[src/rtl/rlm_pkg.sv]
// Shared constants, state codes and control structs of the RMS level meter.
// Used by every module of the block; depends on nothing.
package rlm_pkg;

	localparam int SAMPLE_BITS = 16;
	localparam int MAX_BLOCK   = 4096;

	localparam int CNT_W   = $clog2(MAX_BLOCK + 1);
	localparam int SQ_W    = 2 * SAMPLE_BITS - 1;
	localparam int SUM_W   = 2 * SAMPLE_BITS - 2 + CNT_W;
	localparam int QUO_W   = 2 * SAMPLE_BITS - 1;
	localparam int ROOT_W  = SAMPLE_BITS;
	localparam int LEVEL_W = 16;
	localparam int DECAY_W = 24;
	localparam int CHAN_W  = 2;
	localparam int PROD_W  = LEVEL_W + DECAY_W;
	localparam int STEP_W  = $clog2(SUM_W);

	localparam int CFG_IDX_W  = 1;
	localparam int CFG_DATA_W = 24;

	localparam logic [CFG_IDX_W-1:0] REG_DECAY    = 1'd0;
	localparam logic [CFG_IDX_W-1:0] REG_CHANNELS = 1'd1;

	localparam logic [DECAY_W-1:0] DECAY_RESET = 24'd16773997;
	localparam logic [CHAN_W-1:0]  CHAN_NONE   = 2'd0;
	localparam logic [CHAN_W-1:0]  CHAN_MONO   = 2'd1;
	localparam logic [CHAN_W-1:0]  CHAN_RESET  = 2'd2;

	typedef enum logic [3:0] {
		ST_IDLE,
		ST_SQ,
		ST_ACC,
		ST_DIV_LD,
		ST_DIV,
		ST_SQRT_LD,
		ST_SQRT,
		ST_MUL,
		ST_UPD,
		ST_OUT
	} rlm_state_t;

	typedef struct packed {
		logic cap;
		logic sq;
		logic acc;
		logic div_ld;
		logic div_step;
		logic sqrt_ld;
		logic sqrt_step;
		logic mul;
		logic upd;
		logic out_ld;
	} rlm_cmd_t;

	typedef struct packed {
		logic chan_none;
		logic last;
	} rlm_stat_t;

endpackage

[src/rtl/rlm_lane.sv]
// One channel's block-end arithmetic: a bit-serial restoring divider for
// sum / count, then a digit-by-digit integer square root. Uses rlm_pkg.
module rlm_lane (
	input  logic                          clk,
	input  rlm_pkg::rlm_cmd_t             cmd,
	input  logic [rlm_pkg::SUM_W-1:0]     sum,
	input  logic [rlm_pkg::CNT_W-1:0]     count,
	output logic [rlm_pkg::ROOT_W-1:0]    root
);
	import rlm_pkg::*;

	localparam int OP_W  = 2 * ROOT_W;
	localparam int REM_W = ROOT_W + 2;
	localparam int SH_W  = ROOT_W + 4;

	logic [SUM_W-1:0]  dvd_q;
	logic [CNT_W-1:0]  drem_q;
	logic [CNT_W:0]    drem_sh;
	logic              dbit;

	logic [OP_W-1:0]   op_q;
	logic [REM_W-1:0]  srem_q;
	logic [ROOT_W-1:0] root_q;
	logic [SH_W-1:0]   srem_sh;
	logic [SH_W-1:0]   trial;
	logic              sbit;

	// Divider step: shift in the next dividend bit and subtract when it fits.
	always_comb begin
		drem_sh = {drem_q, dvd_q[SUM_W-1]};
		dbit    = (drem_sh >= {1'b0, count});
	end

	// Root step: bring down two operand bits and try 4*root + 1.
	always_comb begin
		srem_sh = {srem_q, op_q[OP_W-1 -: 2]};
		trial   = {2'b00, root_q, 2'b01};
		sbit    = (srem_sh >= trial);
	end

	always_ff @(posedge clk) begin
		if (cmd.div_ld) begin
			dvd_q  <= sum;
			drem_q <= '0;
		end else if (cmd.div_step) begin
			dvd_q <= {dvd_q[SUM_W-2:0], dbit};
			if (dbit) begin
				drem_q <= CNT_W'(drem_sh - {1'b0, count});
			end else begin
				drem_q <= drem_sh[CNT_W-1:0];
			end
		end
	end

	always_ff @(posedge clk) begin
		if (cmd.sqrt_ld) begin
			op_q   <= {1'b0, dvd_q[QUO_W-1:0]};
			srem_q <= '0;
			root_q <= '0;
		end else if (cmd.sqrt_step) begin
			op_q <= {op_q[OP_W-3:0], 2'b00};
			if (sbit) begin
				srem_q <= REM_W'(srem_sh - trial);
				root_q <= {root_q[ROOT_W-2:0], 1'b1};
			end else begin
				srem_q <= srem_sh[REM_W-1:0];
				root_q <= {root_q[ROOT_W-2:0], 1'b0};
			end
		end
	end

	assign root = root_q;

endmodule

[src/rtl/rlm_dp.sv]
// Datapath of the level meter: configuration registers, square and sum
// accumulation, two lanes, the release multiply and the result register.
// Uses rlm_pkg and rlm_lane.
module rlm_dp (
	input  logic                                clk,
	input  logic                                arst_n,
	input  rlm_pkg::rlm_cmd_t                   cmd,
	output rlm_pkg::rlm_stat_t                  stat,
	input  logic                                cfg_we,
	input  logic [rlm_pkg::CFG_IDX_W-1:0]       cfg_index,
	input  logic [rlm_pkg::CFG_DATA_W-1:0]      cfg_data,
	input  logic signed [rlm_pkg::SAMPLE_BITS-1:0] left_sample,
	input  logic signed [rlm_pkg::SAMPLE_BITS-1:0] right_sample,
	input  logic                                last_in_block,
	output logic [rlm_pkg::LEVEL_W-1:0]         left_level,
	output logic [rlm_pkg::LEVEL_W-1:0]         right_level,
	output logic                                overflow
);
	import rlm_pkg::*;

	logic [DECAY_W-1:0] decay_q;
	logic [CHAN_W-1:0]  chan_q;
	logic               stereo;

	logic signed [SAMPLE_BITS-1:0] left_q, right_q;
	logic                          last_q;
	logic [SQ_W-1:0]               sq_l_s1, sq_r_s1;
	logic signed [2*SAMPLE_BITS-1:0] sq_l_full, sq_r_full;

	logic [SUM_W-1:0]   sum_l_q, sum_r_q;
	logic [CNT_W-1:0]   cnt_q;
	logic               ovf_q;

	logic [ROOT_W-1:0]  rms_l, rms_r;
	logic [PROD_W-1:0]  prod_l_q, prod_r_q;
	logic [LEVEL_W-1:0] held_l_q, held_r_q;
	logic [LEVEL_W-1:0] new_l, new_r;

	logic [LEVEL_W-1:0] out_l_q, out_r_q;
	logic               out_ovf_q;

	// Channel code 3 is treated as stereo.
	assign stereo = (chan_q != CHAN_NONE) && (chan_q != CHAN_MONO);

	assign stat.chan_none = (chan_q == CHAN_NONE);
	assign stat.last      = last_q;

	always_ff @(posedge clk or negedge arst_n) begin
		if (!arst_n) begin
			decay_q <= DECAY_RESET;
			chan_q  <= CHAN_RESET;
		end else if (cfg_we) begin
			unique case (cfg_index)
				REG_DECAY:    decay_q <= cfg_data[DECAY_W-1:0];
				REG_CHANNELS: chan_q  <= cfg_data[CHAN_W-1:0];
				default:      ;
			endcase
		end
	end

	always_ff @(posedge clk) begin
		if (cmd.cap) begin
			left_q  <= left_sample;
			right_q <= right_sample;
			last_q  <= last_in_block;
		end
	end

	assign sq_l_full = left_q * left_q;
	assign sq_r_full = right_q * right_q;

	always_ff @(posedge clk) begin
		if (cmd.sq) begin
			sq_l_s1 <= sq_l_full[SQ_W-1:0];
			sq_r_s1 <= sq_r_full[SQ_W-1:0];
		end
	end

	// Sums and count saturate at the block bound; further frames only flag it.
	always_ff @(posedge clk or negedge arst_n) begin
		if (!arst_n) begin
			sum_l_q <= '0;
			sum_r_q <= '0;
			cnt_q   <= '0;
			ovf_q   <= 1'b0;
		end else if (cmd.out_ld) begin
			sum_l_q <= '0;
			sum_r_q <= '0;
			cnt_q   <= '0;
			ovf_q   <= 1'b0;
		end else if (cmd.acc) begin
			if (cnt_q < CNT_W'(MAX_BLOCK)) begin
				sum_l_q <= sum_l_q + SUM_W'(sq_l_s1);
				if (stereo) begin
					sum_r_q <= sum_r_q + SUM_W'(sq_r_s1);
				end
				cnt_q <= cnt_q + 1'b1;
			end else begin
				ovf_q <= 1'b1;
			end
		end
	end

	rlm_lane u_lane_l (
		.clk   (clk),
		.cmd   (cmd),
		.sum   (sum_l_q),
		.count (cnt_q),
		.root  (rms_l)
	);

	rlm_lane u_lane_r (
		.clk   (clk),
		.cmd   (cmd),
		.sum   (sum_r_q),
		.count (cnt_q),
		.root  (rms_r)
	);

	always_ff @(posedge clk) begin
		if (cmd.mul) begin
			prod_l_q <= held_l_q * decay_q;
			prod_r_q <= held_r_q * decay_q;
		end
	end

	always_comb begin
		new_l = (rms_l > held_l_q) ? rms_l : prod_l_q[PROD_W-1 -: LEVEL_W];
		new_r = (rms_r > held_r_q) ? rms_r : prod_r_q[PROD_W-1 -: LEVEL_W];
	end

	// In mono the left outcome is copied to both levels.
	always_ff @(posedge clk or negedge arst_n) begin
		if (!arst_n) begin
			held_l_q <= '0;
			held_r_q <= '0;
		end else if (cmd.upd) begin
			held_l_q <= new_l;
			held_r_q <= stereo ? new_r : new_l;
		end
	end

	always_ff @(posedge clk) begin
		if (cmd.out_ld) begin
			out_l_q   <= held_l_q;
			out_r_q   <= held_r_q;
			out_ovf_q <= ovf_q;
		end
	end

	assign left_level  = out_l_q;
	assign right_level = out_r_q;
	assign overflow    = out_ovf_q;

endmodule

[src/rtl/rlm_ctrl.sv]
// Controller of the level meter: sequences accumulation, division, square
// root and release, and owns the result valid flag. Uses rlm_pkg.
module rlm_ctrl (
	input  logic               clk,
	input  logic               arst_n,
	input  logic               in_valid,
	output logic               in_ready,
	output logic               out_valid,
	input  logic               out_ready,
	input  rlm_pkg::rlm_stat_t stat,
	output rlm_pkg::rlm_cmd_t  cmd
);
	import rlm_pkg::*;

	rlm_state_t        state_q, state_d;
	logic [STEP_W-1:0] step_q, step_d;
	logic              out_valid_q;

	always_ff @(posedge clk or negedge arst_n) begin
		if (!arst_n) begin
			state_q <= ST_IDLE;
			step_q  <= '0;
		end else begin
			state_q <= state_d;
			step_q  <= step_d;
		end
	end

	always_comb begin
		state_d  = state_q;
		step_d   = step_q;
		cmd      = '0;
		in_ready = 1'b0;
		unique case (state_q)
			ST_IDLE: begin
				in_ready = 1'b1;
				if (in_valid && !stat.chan_none) begin
					cmd.cap = 1'b1;
					state_d = ST_SQ;
				end
			end
			ST_SQ: begin
				cmd.sq  = 1'b1;
				state_d = ST_ACC;
			end
			ST_ACC: begin
				cmd.acc = 1'b1;
				state_d = stat.last ? ST_DIV_LD : ST_IDLE;
			end
			ST_DIV_LD: begin
				cmd.div_ld = 1'b1;
				step_d     = '0;
				state_d    = ST_DIV;
			end
			ST_DIV: begin
				cmd.div_step = 1'b1;
				step_d       = step_q + 1'b1;
				if (step_q == STEP_W'(SUM_W - 1)) begin
					state_d = ST_SQRT_LD;
				end
			end
			ST_SQRT_LD: begin
				cmd.sqrt_ld = 1'b1;
				step_d      = '0;
				state_d     = ST_SQRT;
			end
			ST_SQRT: begin
				cmd.sqrt_step = 1'b1;
				step_d        = step_q + 1'b1;
				if (step_q == STEP_W'(ROOT_W - 1)) begin
					state_d = ST_MUL;
				end
			end
			ST_MUL: begin
				cmd.mul = 1'b1;
				state_d = ST_UPD;
			end
			ST_UPD: begin
				cmd.upd = 1'b1;
				state_d = ST_OUT;
			end
			ST_OUT: begin
				if (!out_valid_q || out_ready) begin
					cmd.out_ld = 1'b1;
					state_d    = ST_IDLE;
				end
			end
			default: state_d = ST_IDLE;
		endcase
	end

	always_ff @(posedge clk or negedge arst_n) begin
		if (!arst_n) begin
			out_valid_q <= 1'b0;
		end else if (cmd.out_ld) begin
			out_valid_q <= 1'b1;
		end else if (out_ready) begin
			out_valid_q <= 1'b0;
		end
	end

	assign out_valid = out_valid_q;

endmodule

[src/rtl/rms_level_meter_with_decay_top.sv]
// Top level of the RMS level meter with exponential release.
// Joins rlm_ctrl and rlm_dp; uses rlm_pkg.
//
//   Channel   Signals                                          Direction
//   -------   ----------------------------------------------   ---------
//   in        in_valid, in_ready, left_sample, right_sample,   to block
//             last_in_block
//   out       out_valid, out_ready, left_level, right_level,   from block
//             overflow
//   cfg       cfg_valid, cfg_ready, cfg_index, cfg_data        to block
//
// A frame that does not end its block passes through capture, square and add.
// A frame that ends its block then passes through the divider load, the
// 43-step bit-serial divider, the root load, the 16-step square root, the
// release multiply, the level update and the result load.
// Reset clears the sums, the frame count, the held levels and the overflow
// flag at once and sets the configuration registers to their defaults.
// A stalled result only holds the block when the next block end wants the
// result register; frames in between keep being taken.
module rms_level_meter_with_decay_top (
	input  logic                                   clk,
	input  logic                                   arst_n,
	input  logic                                   in_valid,
	output logic                                   in_ready,
	input  logic signed [rlm_pkg::SAMPLE_BITS-1:0] left_sample,
	input  logic signed [rlm_pkg::SAMPLE_BITS-1:0] right_sample,
	input  logic                                   last_in_block,
	output logic                                   out_valid,
	input  logic                                   out_ready,
	output logic [rlm_pkg::LEVEL_W-1:0]            left_level,
	output logic [rlm_pkg::LEVEL_W-1:0]            right_level,
	output logic                                   overflow,
	input  logic                                   cfg_valid,
	output logic                                   cfg_ready,
	input  logic [rlm_pkg::CFG_IDX_W-1:0]          cfg_index,
	input  logic [rlm_pkg::CFG_DATA_W-1:0]         cfg_data
);
	import rlm_pkg::*;

	rlm_cmd_t  cmd;
	rlm_stat_t stat;

	// Configuration is to be written only while the meter is idle; the user must
	// keep to this, as the block does not enforce it. cfg_ready is tied high, so a write is always taken.
	assign cfg_ready = 1'b1;

	rlm_ctrl u_ctrl (
		.clk       (clk),
		.arst_n    (arst_n),
		.in_valid  (in_valid),
		.in_ready  (in_ready),
		.out_valid (out_valid),
		.out_ready (out_ready),
		.stat      (stat),
		.cmd       (cmd)
	);

	rlm_dp u_dp (
		.clk           (clk),
		.arst_n        (arst_n),
		.cmd           (cmd),
		.stat          (stat),
		.cfg_we        (cfg_valid && cfg_ready),
		.cfg_index     (cfg_index),
		.cfg_data      (cfg_data),
		.left_sample   (left_sample),
		.right_sample  (right_sample),
		.last_in_block (last_in_block),
		.left_level    (left_level),
		.right_level   (right_level),
		.overflow      (overflow)
	);

endmodule

[config.mk]
export PLATFORM = sky130hd
export DESIGN_NAME = rms_level_meter_with_decay_top
export DESIGN_NICKNAME = d
export VERILOG_FILES = /design/src/rtl/rlm_pkg.sv /design/src/rtl/rlm_lane.sv /design/src/rtl/rlm_dp.sv /design/src/rtl/rlm_ctrl.sv /design/src/rtl/rms_level_meter_with_decay_top.sv
export SDC_FILE = /design/constraint.sdc
export NUM_CORES = 2
export LEC_CHECK = 0
export BUFFER_PORTS_ARGS = -buffer_cell sky130_fd_sc_hd__buf_2
export CAP_MARGIN = 20
export CORE_UTILIZATION = 55
export DETAILED_ROUTE_END_ITERATION = 12
export PLACE_DENSITY = 0.79
export REMOVE_ABC_BUFFERS = 1
export SLEW_MARGIN = 0
export SYNTH_ARGS = -nofsm -noshare
export SYNTH_HDL_FRONTEND = slang
export SYNTH_SLANG_ARGS = --single-unit
[constraint.sdc]
create_clock -name clk -period 7.7 [get_ports clk]
set_input_delay 0 -clock clk [delete_from_list [all_inputs] [get_ports clk]]
set_output_delay 0 -clock clk [all_outputs]
set_load 0.01 [all_outputs]
# After elaboration in Yosys (flattened, before gate mapping)
# Cells that the tools add are included.
dict set report word_totals {
  register_bits 621
  latchBits 0
  mem_bits_rw 0
  rom_bits 0
  output_inout_bits 36
  elab_cells 145
  n_memories 0
}
dict set report classes {
  addsub 8
  mul 4
  div_mod_pow 0
  magnitude_cmp 7
  eq_ne 17
  shifts 0
  n_mux 52
  bitwise_logic 1
  n_reduce_logical 23
}
# cell n
set ops {}
lappend ops {{2-to-1 mux 43 bit} 11}
lappend ops {{2-to-1 mux 31 bit} 4}
lappend ops {{adder 43 x 31 -> 43 bit} 2}
lappend ops {{multiplier 16 x 24 -> 40 bit} 2}
lappend ops {{2-to-1 mux 13 bit} 5}
lappend ops {{multiplier 16 x 16 -> 31 bit} 2}
lappend ops {{2-to-1 mux 16 bit} 3}
lappend ops {{>= comparator 20 x 18 -> 1 bit} 2}
lappend ops {{case mux 4 bit (10 select lines)} 1}
lappend ops {{2-to-1 mux 18 bit} 2}
lappend ops {{subtractor 18 bit} 2}
lappend ops {{greater-than comparator 16 bit} 2}
lappend ops {{>= comparator 14 x 13 -> 1 bit} 2}
lappend ops {{subtractor 13 bit} 2}
lappend ops {{2-to-1 mux 1 bit} 20}
lappend ops {{equality test 4 x 3 -> 1 bit, second input constant} 4}
lappend ops {{2-to-1 mux 4 bit} 4}
lappend ops {{nonzero test 2 bit} 8}
lappend ops {{adder 13 x 1 -> 13 bit, second input constant} 1}
lappend ops {{less-than comparator 13 bit, second input constant} 1}
lappend ops {{case mux 6 bit (2 select lines)} 1}
lappend ops {{!= test 2 x 1 -> 1 bit, second input constant} 5}
lappend ops {{equality test 4 x 2 -> 1 bit, second input constant} 2}
lappend ops {{equality test 4 bit, second input constant} 2}
lappend ops {{other kinds (16)} 22}

# Depth between registers and ports, before layout
dict set report logic_depth {
  depth_word 6
  depth_mapped 26
  ltp_nobuf 24
}

# Modules after synthesis
# Synthesis repeated with hierarchy kept, for this count alone.
dict set report hier_totals {
  hier_cells 7207
  hier_area_um2 70221.1
}
# module n_inst cells_each area_per_inst_um2
set by_module_without_submodules {}
lappend by_module_without_submodules {rlm_dp 1 5908 56067.5}
lappend by_module_without_submodules {rlm_lane 2 605 6692.7}
lappend by_module_without_submodules {rlm_ctrl 1 87 757.0}
lappend by_module_without_submodules {rms_level_meter_with_decay_top 1 2 11.3}

# Worst setup path before layout
# OpenSTA, ideal clock, no wires.
dict set report synth_timing {
  path_kind {reg-to-reg}
  from {register u_dp.decay_q[13]}
  to {register u_dp.prod_r_q[39], data pin}
  setup_ns 0.265
  arrival_ns 6.173
  slack_ns 1.262
  stages_incl_launch_ff 24
  path_cell_list {dfstp_2 clkbuf_1 nand2_1 fa_1 inv_1 fa_1 inv_1 fa_1 inv_1 fa_1 fa_1 inv_1 fa_1 inv_1 ha_1 a21oi_1 o21ai_0 a211o_1 o21bai_1 a211oi_1 o31ai_1 a31oi_1 a221oi_1 xnor2_1}
}
dict set report synth_via {
  elab_chain_cells 1
}
# element line
set synth_rtl {}
lappend synth_rtl {{from (decl)} rlm_dp.sv:21} ;# logic [DECAY_W-1:0] decay_q;
lappend synth_rtl {{from (signal assigned)} rlm_dp.sv:54} ;# REG_DECAY: decay_q <= cfg_data[DECAY_W-1:0];
lappend synth_rtl {{multiplier 16 x 24 -> 40 bit} rlm_dp.sv:123} ;# prod_r_q <= held_r_q * decay_q;
lappend synth_rtl {{to (signal assigned)} rlm_dp.sv:123}
lappend synth_rtl {{to (decl)} rlm_dp.sv:35} ;# logic [PROD_W-1:0] prod_l_q, prod_r_q;
# Every way passes these cells.
# A chain may end at the register's enable or synchronous reset.

# Worst setup path after layout
dict set report layout_timing {
  from {register u_dp.decay_q[7]}
  to {register u_dp.prod_r_q[39], data pin}
}
# Same word-level chain as after synthesis.

==> impl_metrics.yaml <==
status:
  status: "finished with violations"
  violations: "DRC"
detailed_routing:
  drc: 5
  routed_via_density: 5.60
  dr_total_vias: 50700
  wirelength_um: 166000
  drt.antenna.violating_nets: 0
  firstDrtPassIters: 10
  wl_per_cell_um: 18.4
  first_iter_violations: 3850
clocking:
  cts_root_buf: "clkbuf_16"
  cts_buffer_depth: 3
  cts_tree: "done"
  htree_num_levels: 3
  clock-sinks: 571
  clkTransAtPathRegs_ps: 90
  cts_made_buffers: 67
  clock_latency_ps: 660
placed_design:
  place_congestion: 0.948
  dpl.cell_count: 8856
  hpwl_um: 127000
  io_buffers: 97
cells_and_area:
  fill_cells: 10100
  nets: 9035
  seq_area_mm2: 0.0154
  area_growth_pct: 7.69
  stdcell_count: 9052
  final_util: 0.599
  multi_input_area_mm2: 0.0471
  drive_gt1_frac: 0.0583
synthesis:
  synth_edf_count: 306
  ys_ff_latch: 571
  synth_warnings: 0
  synth-main-ff-cell: "edfxtp_1"
  synth_cell_types: 86
  netlist_instances: 7309
  synthArstFlopShare: 0.296
  postSynthAreaPerCell_um2: 9.43
  synth_area_mm2: 0.0689
  ys_seq_area_frac: 0.223
floorplan:
  initial_core_util: 0.556
  chipWidth_um: 356
  fp-row-count: 129
  pin_count: 99
  dieArea_mm2: 0.127
  die_h_um: 356
  coreArea_mm2: 0.124
worst_hold_path:
  min_path_type: "in2reg"
sta:
  finalSetupTns_ps: 0
  skew_ps: 45.2
  finalSetupViolCount: 0
  rsz0062_at_grt: "no"
  slew_violations: 0
  min_period_ps: 7350
  hold_viol: 0
  period_share: 0.955
  tightestPinTransition_ps: 1110
  slew_headroom: 0.260
  fmax_ghz: 0.136
critical_path:
  crit_chain: "nand2_1, fa_1, inv_1, fa_1, inv_1, fa_1, inv_1, fa_1, fa_1, inv_1, fa_1, inv_1, ha_1, a21oi_1, o21ai_0, a211o_1, o21bai_1, a211oi_1, buf_4, o31ai_1, a31oi_1, a221oi_1, xnor2_1"
  timing.critical_path.buf_inv: 6
  startpoint_type: "flip-flop"
  critical_path.max_fanout: 18
  critPathTopFamily: "adder cells"
  crit_path_end_kind: "flip-flop"
  crit_slowest_cell: "dfrtp_1"
  critPathMaxStageDelay_ps: 910
  worst_ep_arrival_time_ps: 7730
  crit_required_ps: 8070
  path_class: "reg2reg"
  crit_path_frequent_cell: "fa_1"
grt:
  grt_pass1_wl_um: 275000
  grt_pass1_vias: 53700
  antenna_found_initial: 13
  grt_usage: 0.271
  grt_overflow: 0
  grt_max_degree: 107
run:
  cap_violations: 0
==> synthesized netlist by cell type, types with 17 or more instances <==
master | n | share of area
inv_1 | 1428 | 0.078
nand2_1 | 1220 | 0.066
fa_1 | 1081 | 0.31
ha_1 | 534 | 0.097
and2_1 | 415 | 0.038
edfxtp_1 | 306 | 0.13
o21ai_0 | 299 | 0.022
clkbuf_1 | 278 | 0.015
a21oi_1 | 209 | 0.015
nor2_1 | 173 | 0.0094
xnor2_1 | 156 | 0.020
dfrtp_1 | 149 | 0.054
nand3_1 | 127 | 0.0092
dfxtp_1 | 96 | 0.028
a21o_1 | 91 | 0.0099
mux2i_1 | 78 | 0.011
xor2_1 | 72 | 0.0092
mux2_2 | 46 | 0.0075
nand2b_1 | 46 | 0.0042
nor3_1 | 39 | 0.0028
nor2b_1 | 35 | 0.0032
o21a_1 | 30 | 0.0033
a211oi_1 | 28 | 0.0031
and3_1 | 28 | 0.0025
nand4_1 | 26 | 0.0024
o31ai_1 | 26 | 0.0028
a31oi_1 | 25 | 0.0023
dfstp_2 | 20 | 0.0076
o21bai_1 | 20 | 0.0022
a22oi_1 | 19 | 0.0021
o211ai_1 | 19 | 0.0021
or2_2 | 17 | 0.0015
==> through the flow <==
| step | hold slack [ps] | setup slack (ps) | area [um^2] |
|---|---|---|---|
| after floorplan | -296 | 1290 | 67800 |
| after global placement | 67.5 | 552 | 71200 |
| after detailed placement | 59.2 | 473 | 71200 |
| after CTS | 14.4 | 349 | 74100 |
| after global routing | 44.9 | 49.2 | 74200 |
| final | 54.2 | 348 | 74200 |
==> routing by layer <==
metal  up-vias  global-route usage  wire length (um)
li1      23000                   -                 -
met1     25300               0.362             67900
met2      2040               0.447             78300
met3       385              0.0515             14700
met4        14              0.0842              5320
met5         -                   0                88
==> cells by family (layout without fill, tap and decap cells) <==
group	count (synthesis)	count (layout)	share of synthesized area
flops	571	571	0.223
other cells	1	4	0.0000544
xor+xnor	228	228	0.0290
fa+ha+maj	1615	1615	0.411
simple gates	2170	2170	0.144
compound gates	876	876	0.0796
mux	124	124	0.0188
buf+inv	1724	1827	0.0942
==> final cells by class <==
type,count,share of cell area
clock buffers,87,0.0249
diodes,3,0.000101
multi-input cells,5014,0.635
repair buffers,273,0.0278
clock inverters,37,0.00526
well taps,1637,0.0276
inverters,1430,0.0723
flip-flops and latches,571,0.207
==> path summary, 6_finish.rpt <==
path,slack (ps),cells past startpoint,endpoint,from
setup reg to reg,350,23,u_dp.prod_r_q[39],u_dp.decay_q[7]
setup / recovery,350,23,u_dp.prod_r_q[39],u_dp.decay_q[7]
hold reg to reg,440,2,u_dp.u_lane_l.op_q[31],u_dp.u_lane_l.op_q[29]
hold / removal,50,2,u_dp.right_q[15],right_sample[15]
max in group asynchronous,5640,5,u_dp.decay_q[11],arst_n
min in group asynchronous,540,3,u_dp.decay_q[22],arst_n
==> repair_timing <==
item                       4_1_cts  5_1_grt
setup endpoints to repair        0        1
resized for setup                0        1
hold endpoints to repair       133        0
buffers inserted                 0        0
hold buffers                    64        0
==> state kept, by name, summed over array words and instances (netlist names), 18 cells and up <==
signal and count:
u_dp.u_lane_l.srem_q 18, u_dp.u_lane_r.dvd_q 43, u_dp.decay_q 24, u_dp.u_lane_r.op_q 32, u_dp.u_lane_r.srem_q 18, u_dp.sq_l_s1 30, u_dp.sq_r_s1 30, u_dp.u_lane_l.dvd_q 43
u_dp.u_lane_l.op_q 32, u_dp.sum_r_q 43, u_dp.sum_l_q 43
==> placed cells by master (no fill, tap or decap), types with 46 or more instances in the layout <==
cell type / n
nor2_1: 168
edfxtp_1: 306
mux2_2: 46
buf_4: 106
and2_1: 414
nand3_1: 127
nand2b_1: 46
xnor2_1: 156
mux2i_1: 78
clkbuf_16: 69
dfrtp_1: 149
nand2_1: 1216
dfxtp_1: 96
o21ai_0: 299
ha_1: 534
buf_2: 96
inv_1: 1426
xor2_1: 72
a21o_1: 91
dlygate4sd3_1: 63
a21oi_1: 208
fa_1: 1081
==> worst reg2reg max path: stages, from the launching register on <==
cell	delay, ps
dfrtp_1	910
nand2_1	180
fa_1	570
inv_1	50
fa_1	490
inv_1	50
fa_1	540
inv_1	50
fa_1	450
fa_1	500
inv_1	50
fa_1	470
inv_1	40
ha_1	330
a21oi_1	160
o21ai_0	140
a211o_1	290
o21bai_1	250
a211oi_1	140
buf_4	180
o31ai_1	460
a31oi_1	290
a221oi_1	380
xnor2_1	120
Power is not shown: default switching activity piles up to over one toggle a cycle in this logic, so the estimate is an artifact.
